[config.mk]
export PLATFORM = sky130hd
export DESIGN_NAME = zip_central_directory_parser_unit
export DESIGN_NICKNAME = d
export VERILOG_FILES = /design/src/design/zcdp_pkg.sv /design/src/design/zcdp_core.sv /design/src/design/zcdp_rsp_fifo.sv /design/src/design/zip_central_directory_parser_unit.sv
export SDC_FILE = /design/constraint.sdc
export NUM_CORES = 2
export LEC_CHECK = 0
export ABC_AREA = 1
export ABC_CLOCK_PERIOD_IN_PS = 23800
export BUFFER_PORTS_ARGS = -buffer_cell sky130_fd_sc_hd__buf_2
export CAP_MARGIN = 20
export CORE_ASPECT_RATIO = 1.1
export CORE_MARGIN = 2
export CORE_UTILIZATION = 40
export DETAILED_ROUTE_END_ITERATION = 10
export PLACE_DENSITY = 0.61
export SLEW_MARGIN = 30
export SYNTH_ARGS = -nofsm -noshare
export SYNTH_HDL_FRONTEND = slang
export SYNTH_HIERARCHICAL = 1
export SYNTH_SLANG_ARGS = --single-unit
[constraint.sdc]
create_clock -name clock -period 23.8 [get_ports clock]
set_input_delay 3.57 -clock clock [delete_from_list [all_inputs] [get_ports clock]]
set_output_delay 3.57 -clock clock [all_outputs]
set_load 0.05 [all_outputs]
[src/design/zcdp_pkg.sv]
`default_nettype none
// ----------------------------------------------------------------------------
// zcdp_pkg: shared types and constants
// Result record, result codes and stream constants of the central directory
// parser.
// ----------------------------------------------------------------------------
package zcdp_pkg;

   // result codes
   localparam logic [1:0] KIND_NAME_BYTE = 2'd0;
   localparam logic [1:0] KIND_ENTRY     = 2'd1;
   localparam logic [1:0] KIND_STOPPED   = 2'd2;

   localparam logic [31:0] CD_SIGNATURE = 32'h0201_4b50;
   localparam logic [63:0] ALL_ONES32   = 64'h0000_0000_ffff_ffff;

   // result queue
   localparam int RSP_DEPTH = 4;
   localparam int RSP_PTR_W = $clog2(RSP_DEPTH);
   localparam int RSP_CNT_W = $clog2(RSP_DEPTH + 1);

   typedef struct packed {
      logic [1:0]  result_kind;
      logic [7:0]  name_byte;
      logic [63:0] header_offset;
      logic [63:0] compressed_size;
      logic [15:0] name_length;
      logic        last_result;
   } zcdp_result_type;

   // up to two results caused by one input beat
   typedef struct packed {
      logic [1:0]      count;
      zcdp_result_type first;
      zcdp_result_type second;
   } zcdp_push_type;

endpackage
`default_nettype wire

[src/design/zcdp_core.sv]
`default_nettype none
// ----------------------------------------------------------------------------
// zcdp_core: parser state and per-byte update
// Consumes one stream byte per accepted beat and reports the results it causes.
// ----------------------------------------------------------------------------
module zcdp_core (
   input  wire logic                   clock,
   input  wire logic                   reset,
   input  wire logic                   beat_accept,
   input  wire logic [7:0]             data_byte,
   output zcdp_pkg::zcdp_push_type     push
);
   import zcdp_pkg::*;

   typedef enum logic [2:0] {
      PH_HUNT, PH_HEADER, PH_NAME, PH_SUBHDR, PH_BODY, PH_COMMENT, PH_CHECK, PH_STOPPED
   } phase_type;

   localparam logic [15:0] HEADER_BYTES = 16'd46;
   localparam logic [1:0]  SLOT_NONE    = 2'd3;

   phase_type   phase_ff, phase_in;
   logic [31:0] window_ff, window_in;
   logic [15:0] bpos_ff, bpos_in;
   logic [63:0] csize_ff, csize_in;
   logic [63:0] usize_ff, usize_in;
   logic [63:0] offset_ff, offset_in;
   logic [15:0] name_len_ff, name_len_in;
   logic [15:0] extra_len_ff, extra_len_in;
   logic [15:0] comment_len_ff, comment_len_in;
   logic [15:0] extra_rem_ff, extra_rem_in;
   logic [15:0] sub_id_ff, sub_id_in;
   logic [15:0] sub_rem_ff, sub_rem_in;
   logic [63:0] wide_ff, wide_in;
   logic [1:0]  slot_ff, slot_in;

   // first slot at or after s whose 32-bit value is all ones
   function automatic logic [1:0] next_slot(input logic [1:0] s, input logic [63:0] u,
                                            input logic [63:0] c, input logic [63:0] o);
      logic [1:0] r;
      r = SLOT_NONE;
      if (s == 2'd0 && u == ALL_ONES32)
         r = 2'd0;
      else if (s <= 2'd1 && c == ALL_ONES32)
         r = 2'd1;
      else if (s <= 2'd2 && o == ALL_ONES32)
         r = 2'd2;
      return r;
   endfunction

   always_comb begin
      logic            go_name, go_extra, go_sub, finish, go_comment, go_check;
      logic [1:0]      n;
      zcdp_result_type rec;
      logic [15:0]     p;

      phase_in       = phase_ff;
      window_in      = window_ff;
      bpos_in        = bpos_ff;
      csize_in       = csize_ff;
      usize_in       = usize_ff;
      offset_in      = offset_ff;
      name_len_in    = name_len_ff;
      extra_len_in   = extra_len_ff;
      comment_len_in = comment_len_ff;
      extra_rem_in   = extra_rem_ff;
      sub_id_in      = sub_id_ff;
      sub_rem_in     = sub_rem_ff;
      wide_in        = wide_ff;
      slot_in        = slot_ff;
      go_name    = 1'b0;
      go_extra   = 1'b0;
      go_sub     = 1'b0;
      finish     = 1'b0;
      go_comment = 1'b0;
      go_check   = 1'b0;
      n          = 2'd0;
      rec        = '0;
      p          = bpos_ff;
      push       = '0;

      if (beat_accept) begin
         unique case (phase_ff)
            PH_HUNT: begin
               window_in = {data_byte, window_ff[31:8]};
               if (window_in == CD_SIGNATURE) begin
                  phase_in       = PH_HEADER;
                  bpos_in        = 16'd4;
                  csize_in       = '0;
                  usize_in       = '0;
                  offset_in      = '0;
                  name_len_in    = '0;
                  extra_len_in   = '0;
                  comment_len_in = '0;
               end
            end
            PH_HEADER: begin
               if (p >= 16'd20 && p < 16'd24)
                  csize_in[{p[1:0], 3'b000} +: 8] = csize_ff[{p[1:0], 3'b000} +: 8] | data_byte;
               else if (p >= 16'd24 && p < 16'd28)
                  usize_in[{p[1:0], 3'b000} +: 8] = usize_ff[{p[1:0], 3'b000} +: 8] | data_byte;
               else if (p >= 16'd28 && p < 16'd30)
                  name_len_in[{p[0], 3'b000} +: 8] =
                     name_len_ff[{p[0], 3'b000} +: 8] | data_byte;
               else if (p >= 16'd30 && p < 16'd32)
                  extra_len_in[{p[0], 3'b000} +: 8] =
                     extra_len_ff[{p[0], 3'b000} +: 8] | data_byte;
               else if (p >= 16'd32 && p < 16'd34)
                  comment_len_in[{p[0], 3'b000} +: 8] =
                     comment_len_ff[{p[0], 3'b000} +: 8] | data_byte;
               else if (p >= 16'd42 && p < 16'd46)
                  offset_in[{p[1:0] + 2'd2, 3'b000} +: 8] =
                     offset_ff[{p[1:0] + 2'd2, 3'b000} +: 8] | data_byte;
               bpos_in = bpos_ff + 16'd1;
               if (bpos_in >= HEADER_BYTES)
                  go_name = 1'b1;
            end
            PH_NAME: begin
               rec             = '0;
               rec.result_kind = KIND_NAME_BYTE;
               rec.name_byte   = data_byte;
               push.first      = rec;
               n               = 2'd1;
               bpos_in         = bpos_ff + 16'd1;
               if (bpos_in >= name_len_ff)
                  go_extra = 1'b1;
            end
            PH_SUBHDR: begin
               extra_rem_in = extra_rem_ff - 16'd1;
               if (p < 16'd2)
                  sub_id_in[{p[0], 3'b000} +: 8] = sub_id_ff[{p[0], 3'b000} +: 8] | data_byte;
               else
                  sub_rem_in[{p[0], 3'b000} +: 8] = sub_rem_ff[{p[0], 3'b000} +: 8] | data_byte;
               bpos_in = bpos_ff + 16'd1;
               if (bpos_in >= 16'd4) begin
                  if (sub_rem_in > extra_rem_in)
                     sub_rem_in = extra_rem_in;
                  slot_in = (sub_id_in == 16'd1) ?
                            next_slot(2'd0, usize_ff, csize_ff, offset_ff) : SLOT_NONE;
                  bpos_in = '0;
                  wide_in = '0;
                  if (sub_rem_in == 16'd0)
                     go_sub = 1'b1;
                  else
                     phase_in = PH_BODY;
               end
            end
            PH_BODY: begin
               extra_rem_in = extra_rem_ff - 16'd1;
               sub_rem_in   = sub_rem_ff - 16'd1;
               if (slot_ff != SLOT_NONE) begin
                  wide_in[{p[2:0], 3'b000} +: 8] = wide_ff[{p[2:0], 3'b000} +: 8] | data_byte;
                  bpos_in = bpos_ff + 16'd1;
                  if (bpos_in >= 16'd8) begin
                     case (slot_ff)
                        2'd0:    usize_in  = wide_in;
                        2'd1:    csize_in  = wide_in;
                        default: offset_in = wide_in;
                     endcase
                     slot_in = next_slot(slot_ff + 2'd1, usize_in, csize_in, offset_in);
                     bpos_in = '0;
                     wide_in = '0;
                  end
               end
               if (sub_rem_in == 16'd0)
                  go_sub = 1'b1;
            end
            PH_COMMENT: begin
               comment_len_in = comment_len_ff - 16'd1;
               if (comment_len_in == 16'd0)
                  go_check = 1'b1;
            end
            PH_CHECK: begin
               window_in = {data_byte, window_ff[31:8]};
               bpos_in   = bpos_ff + 16'd1;
               if (bpos_in >= 16'd4) begin
                  if (window_in == CD_SIGNATURE) begin
                     phase_in       = PH_HEADER;
                     bpos_in        = 16'd4;
                     csize_in       = '0;
                     usize_in       = '0;
                     offset_in      = '0;
                     name_len_in    = '0;
                     extra_len_in   = '0;
                     comment_len_in = '0;
                  end else begin
                     rec             = '0;
                     rec.result_kind = KIND_STOPPED;
                     push.first      = rec;
                     n               = 2'd1;
                     phase_in        = PH_STOPPED;
                  end
               end
            end
            PH_STOPPED: begin
            end
            default: begin
            end
         endcase

         // phase transitions that fall through empty sections
         if (go_name) begin
            if (name_len_in == 16'd0) begin
               go_extra = 1'b1;
            end else begin
               phase_in = PH_NAME;
               bpos_in  = '0;
            end
         end
         if (go_extra) begin
            extra_rem_in = extra_len_in;
            go_sub       = 1'b1;
         end
         if (go_sub) begin
            if (extra_rem_in == 16'd0) begin
               finish = 1'b1;
            end else if (extra_rem_in < 16'd4) begin
               // short tail: skipped unread
               sub_id_in  = '0;
               sub_rem_in = extra_rem_in;
               slot_in    = SLOT_NONE;
               bpos_in    = '0;
               wide_in    = '0;
               phase_in   = PH_BODY;
            end else begin
               phase_in   = PH_SUBHDR;
               bpos_in    = '0;
               sub_id_in  = '0;
               sub_rem_in = '0;
            end
         end
         if (finish) begin
            rec                 = '0;
            rec.result_kind     = KIND_ENTRY;
            rec.header_offset   = offset_in;
            rec.compressed_size = csize_in;
            rec.name_length     = name_len_in;
            if (n == 2'd0)
               push.first = rec;
            else
               push.second = rec;
            n          = n + 2'd1;
            go_comment = 1'b1;
         end
         if (go_comment) begin
            if (comment_len_in == 16'd0)
               go_check = 1'b1;
            else
               phase_in = PH_COMMENT;
         end
         if (go_check) begin
            phase_in  = PH_CHECK;
            bpos_in   = '0;
            window_in = '0;
         end

         if (n == 2'd1)
            push.first.last_result = 1'b1;
         else if (n == 2'd2)
            push.second.last_result = 1'b1;
      end
      push.count = n;
   end

   always_ff @(posedge clock) begin
      if (reset) begin
         phase_ff       <= PH_HUNT;
         window_ff      <= '0;
         bpos_ff        <= '0;
         csize_ff       <= '0;
         usize_ff       <= '0;
         offset_ff      <= '0;
         name_len_ff    <= '0;
         extra_len_ff   <= '0;
         comment_len_ff <= '0;
         extra_rem_ff   <= '0;
         sub_id_ff      <= '0;
         sub_rem_ff     <= '0;
         wide_ff        <= '0;
         slot_ff        <= '0;
      end else begin
         phase_ff       <= phase_in;
         window_ff      <= window_in;
         bpos_ff        <= bpos_in;
         csize_ff       <= csize_in;
         usize_ff       <= usize_in;
         offset_ff      <= offset_in;
         name_len_ff    <= name_len_in;
         extra_len_ff   <= extra_len_in;
         comment_len_ff <= comment_len_in;
         extra_rem_ff   <= extra_rem_in;
         sub_id_ff      <= sub_id_in;
         sub_rem_ff     <= sub_rem_in;
         wide_ff        <= wide_in;
         slot_ff        <= slot_in;
      end
   end

endmodule
`default_nettype wire

[src/design/zcdp_rsp_fifo.sv]
`default_nettype none
// ----------------------------------------------------------------------------
// zcdp_rsp_fifo: result queue
// Takes up to two results per cycle, hands out one per rsp beat.
// ----------------------------------------------------------------------------
module zcdp_rsp_fifo (
   input  wire logic                      clock,
   input  wire logic                      reset,
   input  wire zcdp_pkg::zcdp_push_type   push,
   output logic                           room_for_two,
   output logic                           out_valid,
   input  wire logic                      out_ready,
   output zcdp_pkg::zcdp_result_type      out_data
);
   import zcdp_pkg::*;

   zcdp_result_type        entry_ff [RSP_DEPTH];
   logic [RSP_PTR_W-1:0]   wr_ptr_ff, wr_ptr_in;
   logic [RSP_PTR_W-1:0]   rd_ptr_ff, rd_ptr_in;
   logic [RSP_CNT_W-1:0]   count_ff, count_in;
   logic                   pop;

   assign out_valid    = (count_ff != '0);
   assign out_data     = entry_ff[rd_ptr_ff];
   assign pop          = out_valid & out_ready;
   assign room_for_two = (count_ff <= RSP_CNT_W'(RSP_DEPTH - 2));

   always_comb begin
      wr_ptr_in = wr_ptr_ff + RSP_PTR_W'(push.count);
      rd_ptr_in = rd_ptr_ff + RSP_PTR_W'(pop);
      count_in  = count_ff + RSP_CNT_W'(push.count) - RSP_CNT_W'(pop);
   end

   always_ff @(posedge clock) begin
      if (reset) begin
         wr_ptr_ff <= '0;
         rd_ptr_ff <= '0;
         count_ff  <= '0;
      end else begin
         wr_ptr_ff <= wr_ptr_in;
         rd_ptr_ff <= rd_ptr_in;
         count_ff  <= count_in;
      end
      if (push.count != 2'd0)
         entry_ff[wr_ptr_ff] <= push.first;
      if (push.count == 2'd2)
         entry_ff[wr_ptr_ff + RSP_PTR_W'(1)] <= push.second;
   end

endmodule
`default_nettype wire

[src/design/zip_central_directory_parser_unit.sv]
`default_nettype none
// ----------------------------------------------------------------------------
// zip_central_directory_parser_unit: ZIP central directory walker
// Hunts the stream for the first header, streams out name bytes, applies zip64
// size/offset overrides, reports one record per entry, stops if no header follows.
// ----------------------------------------------------------------------------
// Results: the results of a req beat are written into the result queue and
//   reach rsp from there; a second result of the same beat follows the first.
// Throughput: one req beat per cycle; a byte causes at most two results, held
//   in a four-deep result queue, so req_ready drops only while the queue has
//   fewer than two free places (rsp side stalled or draining a double result).
// Reset: synchronous, active high; parser returns to hunting, queue empties.
// ----------------------------------------------------------------------------
module zip_central_directory_parser_unit (
   input  wire logic        clock,
   input  wire logic        reset,
   // input stream
   input  wire logic        req_valid,
   output logic             req_ready,
   input  wire logic [7:0]  req_data_byte,
   // results
   output logic             rsp_valid,
   input  wire logic        rsp_ready,
   output logic [1:0]       rsp_result_kind,
   output logic [7:0]       rsp_name_byte,
   output logic [63:0]      rsp_header_offset,
   output logic [63:0]      rsp_compressed_size,
   output logic [15:0]      rsp_name_length,
   output logic             rsp_last_result
);
   import zcdp_pkg::*;

   zcdp_push_type   push;
   zcdp_result_type head;
   logic            room_for_two;
   logic            beat_accept;

   // a byte is only taken when the queue can hold the worst case of two results
   assign req_ready   = room_for_two;
   assign beat_accept = req_valid & req_ready;

   // per-byte parser: state registers plus the short update logic
   zcdp_core u_core (
      .clock       (clock),
      .reset       (reset),
      .beat_accept (beat_accept),
      .data_byte   (req_data_byte),
      .push        (push)
   );

   // result queue decouples the rsp handshake from the byte stream
   zcdp_rsp_fifo u_rsp_fifo (
      .clock        (clock),
      .reset        (reset),
      .push         (push),
      .room_for_two (room_for_two),
      .out_valid    (rsp_valid),
      .out_ready    (rsp_ready),
      .out_data     (head)
   );

   assign rsp_result_kind     = head.result_kind;
   assign rsp_name_byte       = head.name_byte;
   assign rsp_header_offset   = head.header_offset;
   assign rsp_compressed_size = head.compressed_size;
   assign rsp_name_length     = head.name_length;
   assign rsp_last_result     = head.last_result;

endmodule
`default_nettype wire
==> summary.md <==
| Metric | Value |
|---|---|
| CTS clk-pin slew, worst paths | `0.06 ns` |
| Post-Route Utilization | `43.6%` |
| Post-Synth Adder-Cell Area | `1.13%` |
| First-pass DRT Iterations | `10` |
| RD Place Congestion | `1.02` |
| Slew Viols, Final | `0` |
| Pint | `3.71 mW` |
| WL per Instance | `22.7 um` |
| Chip Height | `419 um` |
| P_leak | `22.5 nW` |
| Worst-margin pin slew | `1.17 ns` |
| CTS buffer count | `112` |
| VDD IR max | `0.0794 mV` |
| Row cnt | `152` |
| Switch Pwr | `3.18 mW` |
| Fin nets | `8199` |
| CTS resizes | `0` |
| Class of the worst hold path | `reg2reg` |
| Via count | `60413` |
| All-layer global routing usage | `28.3%` |
| CP arrival | `12.55 ns` |
| Final ANT Viol Nets | `0` |
| Worst-path fanout max | `64` |
| # Max-Cap Violations | `0` |
| RSZ-0062 raised after global routing | `no` |
| Largest net degree at the start of global routing | `194` |
| Number of synthesized flops with an enable pin | `620` |
| Setup crit start | `req_data_byte[2]` |
| IO buf count | `168` |
| Aggregate global routing overflow | `0` |
| Required @ worst endpoint | `24.18 ns` |
| Mux cell area share after synthesis | `0%` |
| Most frequent cells in the layout | `1728 x nand2_1, 995 x o21ai_0, 908 x nor2_1` |
| Post-synthesis average cell area | `7.53 sq um` |
| Hold buffers post-CTS | `0` |
| Seq pwr share | `30.8%` |
| Crit path top cell by count | `nand2_1` |
| Crit-path max cell delay | `1.02 ns` |
| Area Overhead vs Synth | `8.48%` |
| Compound-Gate Fraction of Synth Area | `25.8%` |
| Critical path endpoint category | `flip-flop` |
| Design Area, Final | `67900 sq um` |
| Total routed wirelength | `234 mm` |
| DR vias/cell | `5.86` |
| Period utilization | `51.1%` |
| Synth Cell Area | `62600 sq um` |
| Endpoints failing setup | `0` |
| Final worst path period need | `12.17 ns` |
| CORE AREA | `156000 sq um` |
| Worst R2R Start | `u_core/bpos_ff[2]` |
| Largest family of logic cells by synthesized area | `compound AO/OA/AOI/OAI gates` |
| Slew margin rel. | `21.4%` |
| Most common cell after layout, fill and taps aside | `nand2_1` |
| Kind of launch point of the worst setup path | `primary input` |
| Residual DRC | `0` |
| Fin worst setup slack | `11.63 ns` |
| Top FF cell, synth | `edfxtp_1` |
| Run status | `complete, no violations` |
| Setup tns final | `0 ns` |
| Yosys warnings | `6` |
| Cells after Synth | `8319` |
| Clk sinks | `1024` |
| Clock share of power | `26.4%` |
| Slowest CP cell | `nand2_4` |
| First-pass GRT wire length | `349 mm` |
| Hold path startpoint | `u_core/window_ff[11]` |
| Async set or reset register ratio after synthesis | `0%` |
| Simple-Gate Fraction of Synth Area | `20.0%` |
| Initial drt markers | `6853` |
| Number of global-route vias before repair | `55111` |
| HPWL Detailed | `154 mm` |
| R2r setup slk | `12.62 ns` |
| Post-Synth XOR/XNOR Area | `0.587%` |
| Clock Tree Root | `clkbuf_16` |
| H-Tree Depth | `3` |
| Setup slack at placement | `10.94 ns` |
| Initial antenna violation count | `23` |
| Clk Latency, worst-skew pair | `0.80 ns` |
| TritonCTS clock tree | `built` |
| Die area | `160000 sq um` |
| Comb power frac | `42.8%` |
| Ports | `169` |
| Initial core utilization | `40.2%` |
| Sequential fraction of the synthesis area | `42.6%` |
| Clock buffer depth | `3` |
| FMAX | `82.2 MHz` |
| Area post-placement | `64000 sq um` |
| Layout Skew | `0.0516 ns` |
| Crit path kind | `in2reg` |
| Layout cells sized above 1 | `9.83%` |
| Distinct cells, synth | `60` |
| Sw Ratio | `46.1%` |
| Pwr dens | `101 nW/um^2` |
| Die W | `381 um` |
| Post-synthesis register bit count | `1024` |
| Final Hold Viols | `0` |
| Post CTS Setup Buffer Count | `0` |
[cell type report]
| class | count | area (sq um) |
|---|---|---|
| clock inverter | 61 | 689 |
| inverter | 704 | 2670 |
| fill | 15704 | 87800 |
| sequential | 1024 | 26700 |
| tap | 2079 | 2600 |
| timing repair buffer | 314 | 2100 |
| antenna | 6 | 15.0 |
| clock buffer | 151 | 3120 |
| multi-input combinational | 5975 | 30000 |
[stage by stage]
step | std cells | power (mW) | hold WS [ns]
after floorplan | 8327 | 4.15 | 0.440
after global placement | 10092 | 5.03 | 0.452
after detailed placement | 10094 | 5.04 | 0.453
after CTS | 10306 | 6.87 | 0.462
after global routing | 10309 | 7.22 | 0.481
final | 10314 | 6.89 | 0.461
[critical path: cells and delay by family]
kind	cells	cell delay [ns]
adder cells (fa/ha/maj)	1	0.17
buffers and inverters	8	2.62
AND/OR/NAND/NOR	19	5.38
AO/OA/AOI/OAI	2	0.53
[state kept, by name, summed over array words and instances, names as in the netlist]
register / flops
u_core/name_len_ff: 16
u_core/offset_ff: 64
u_core/comment_len_ff: 16
u_core/wide_ff: 64
u_core/sub_id_ff: 16
u_core/phase_ff: 3
u_rsp_fifo/wr_ptr_ff: 2
u_core/bpos_ff: 16
u_rsp_fifo/count_ff: 3
u_core/window_ff: 24
u_core/slot_ff: 2
u_core/extra_len_ff: 16
u_core/usize_ff: 64
u_core/extra_rem_ff: 16
u_rsp_fifo/rd_ptr_ff: 2
u_core/csize_ff: 64
u_core/sub_rem_ff: 16
u_rsp_fifo/entry_ff: 620
[worst paths after layout]
kind / end / cells past startpoint
worst max-delay path: u_rsp_fifo/entry_ff[0][70] / 30
worst max register to register: u_rsp_fifo/entry_ff[0][70] / 32
worst min-delay path: u_core/window_ff[11] / 2
worst min register to register: u_core/window_ff[11] / 2
[cell families (layout without fill, tap and decap cells)]
kind of cell / count (synthesis) / count (layout)
AO/OA/AOI/OAI: 2778 / 2778
buffers and inverters: 1328 / 1230
other: 1 / 15
XOR/XNOR: 42 / 42
AND/OR/NAND/NOR: 3090 / 3090
adder cells (fa/ha/maj): 56 / 56
flip-flops: 1024 / 1024
[layer usage]
metal  vias up  part of all wire (%)  track usage (%)
li1      28407                     -                -
met4        28                   4.8             13.3
met2      2873                    45             43.8
met3       509                   9.2             5.37
met1     28596                    41             38.0
met5         -                 0.091                0
[Yosys cell counts (56+ instances only)]
library cell  instances  area share (%)
clkbuf_1            344             2.1
o21ai_0            1040             8.3
nor3_1               56            0.45
dfxtp_1             404              13
edfxtp_1            620              30
o22ai_1             229             2.3
o211ai_1            180             2.2
o221ai_1             59            0.83
nor4_1               72            0.72
a21oi_1             600             4.8
o21ai_1             290             2.3
o21ai_2             214             3.0
buf_2                84            0.67
inv_1               673             4.0
buf_6               125             2.2
nand2_1            1732              10
nor2_1              916             5.5
nand4_1              93            0.93
nand3_1             162             1.3
[power by group through the flow]
| stage | registers (mW) | clock network (mW) | logic, mW |
|---|---|---|---|
| floorplan | 2.11 | 0 | 2.04 |
| global placement | 2.15 | 0 | 2.88 |
| detailed placement | 2.15 | 0 | 2.89 |
| CTS | 2.11 | 1.85 | 2.90 |
| global route | 2.13 | 1.92 | 3.17 |
| finish | 2.12 | 1.82 | 2.95 |
Power figures use the tool's default switching activity.
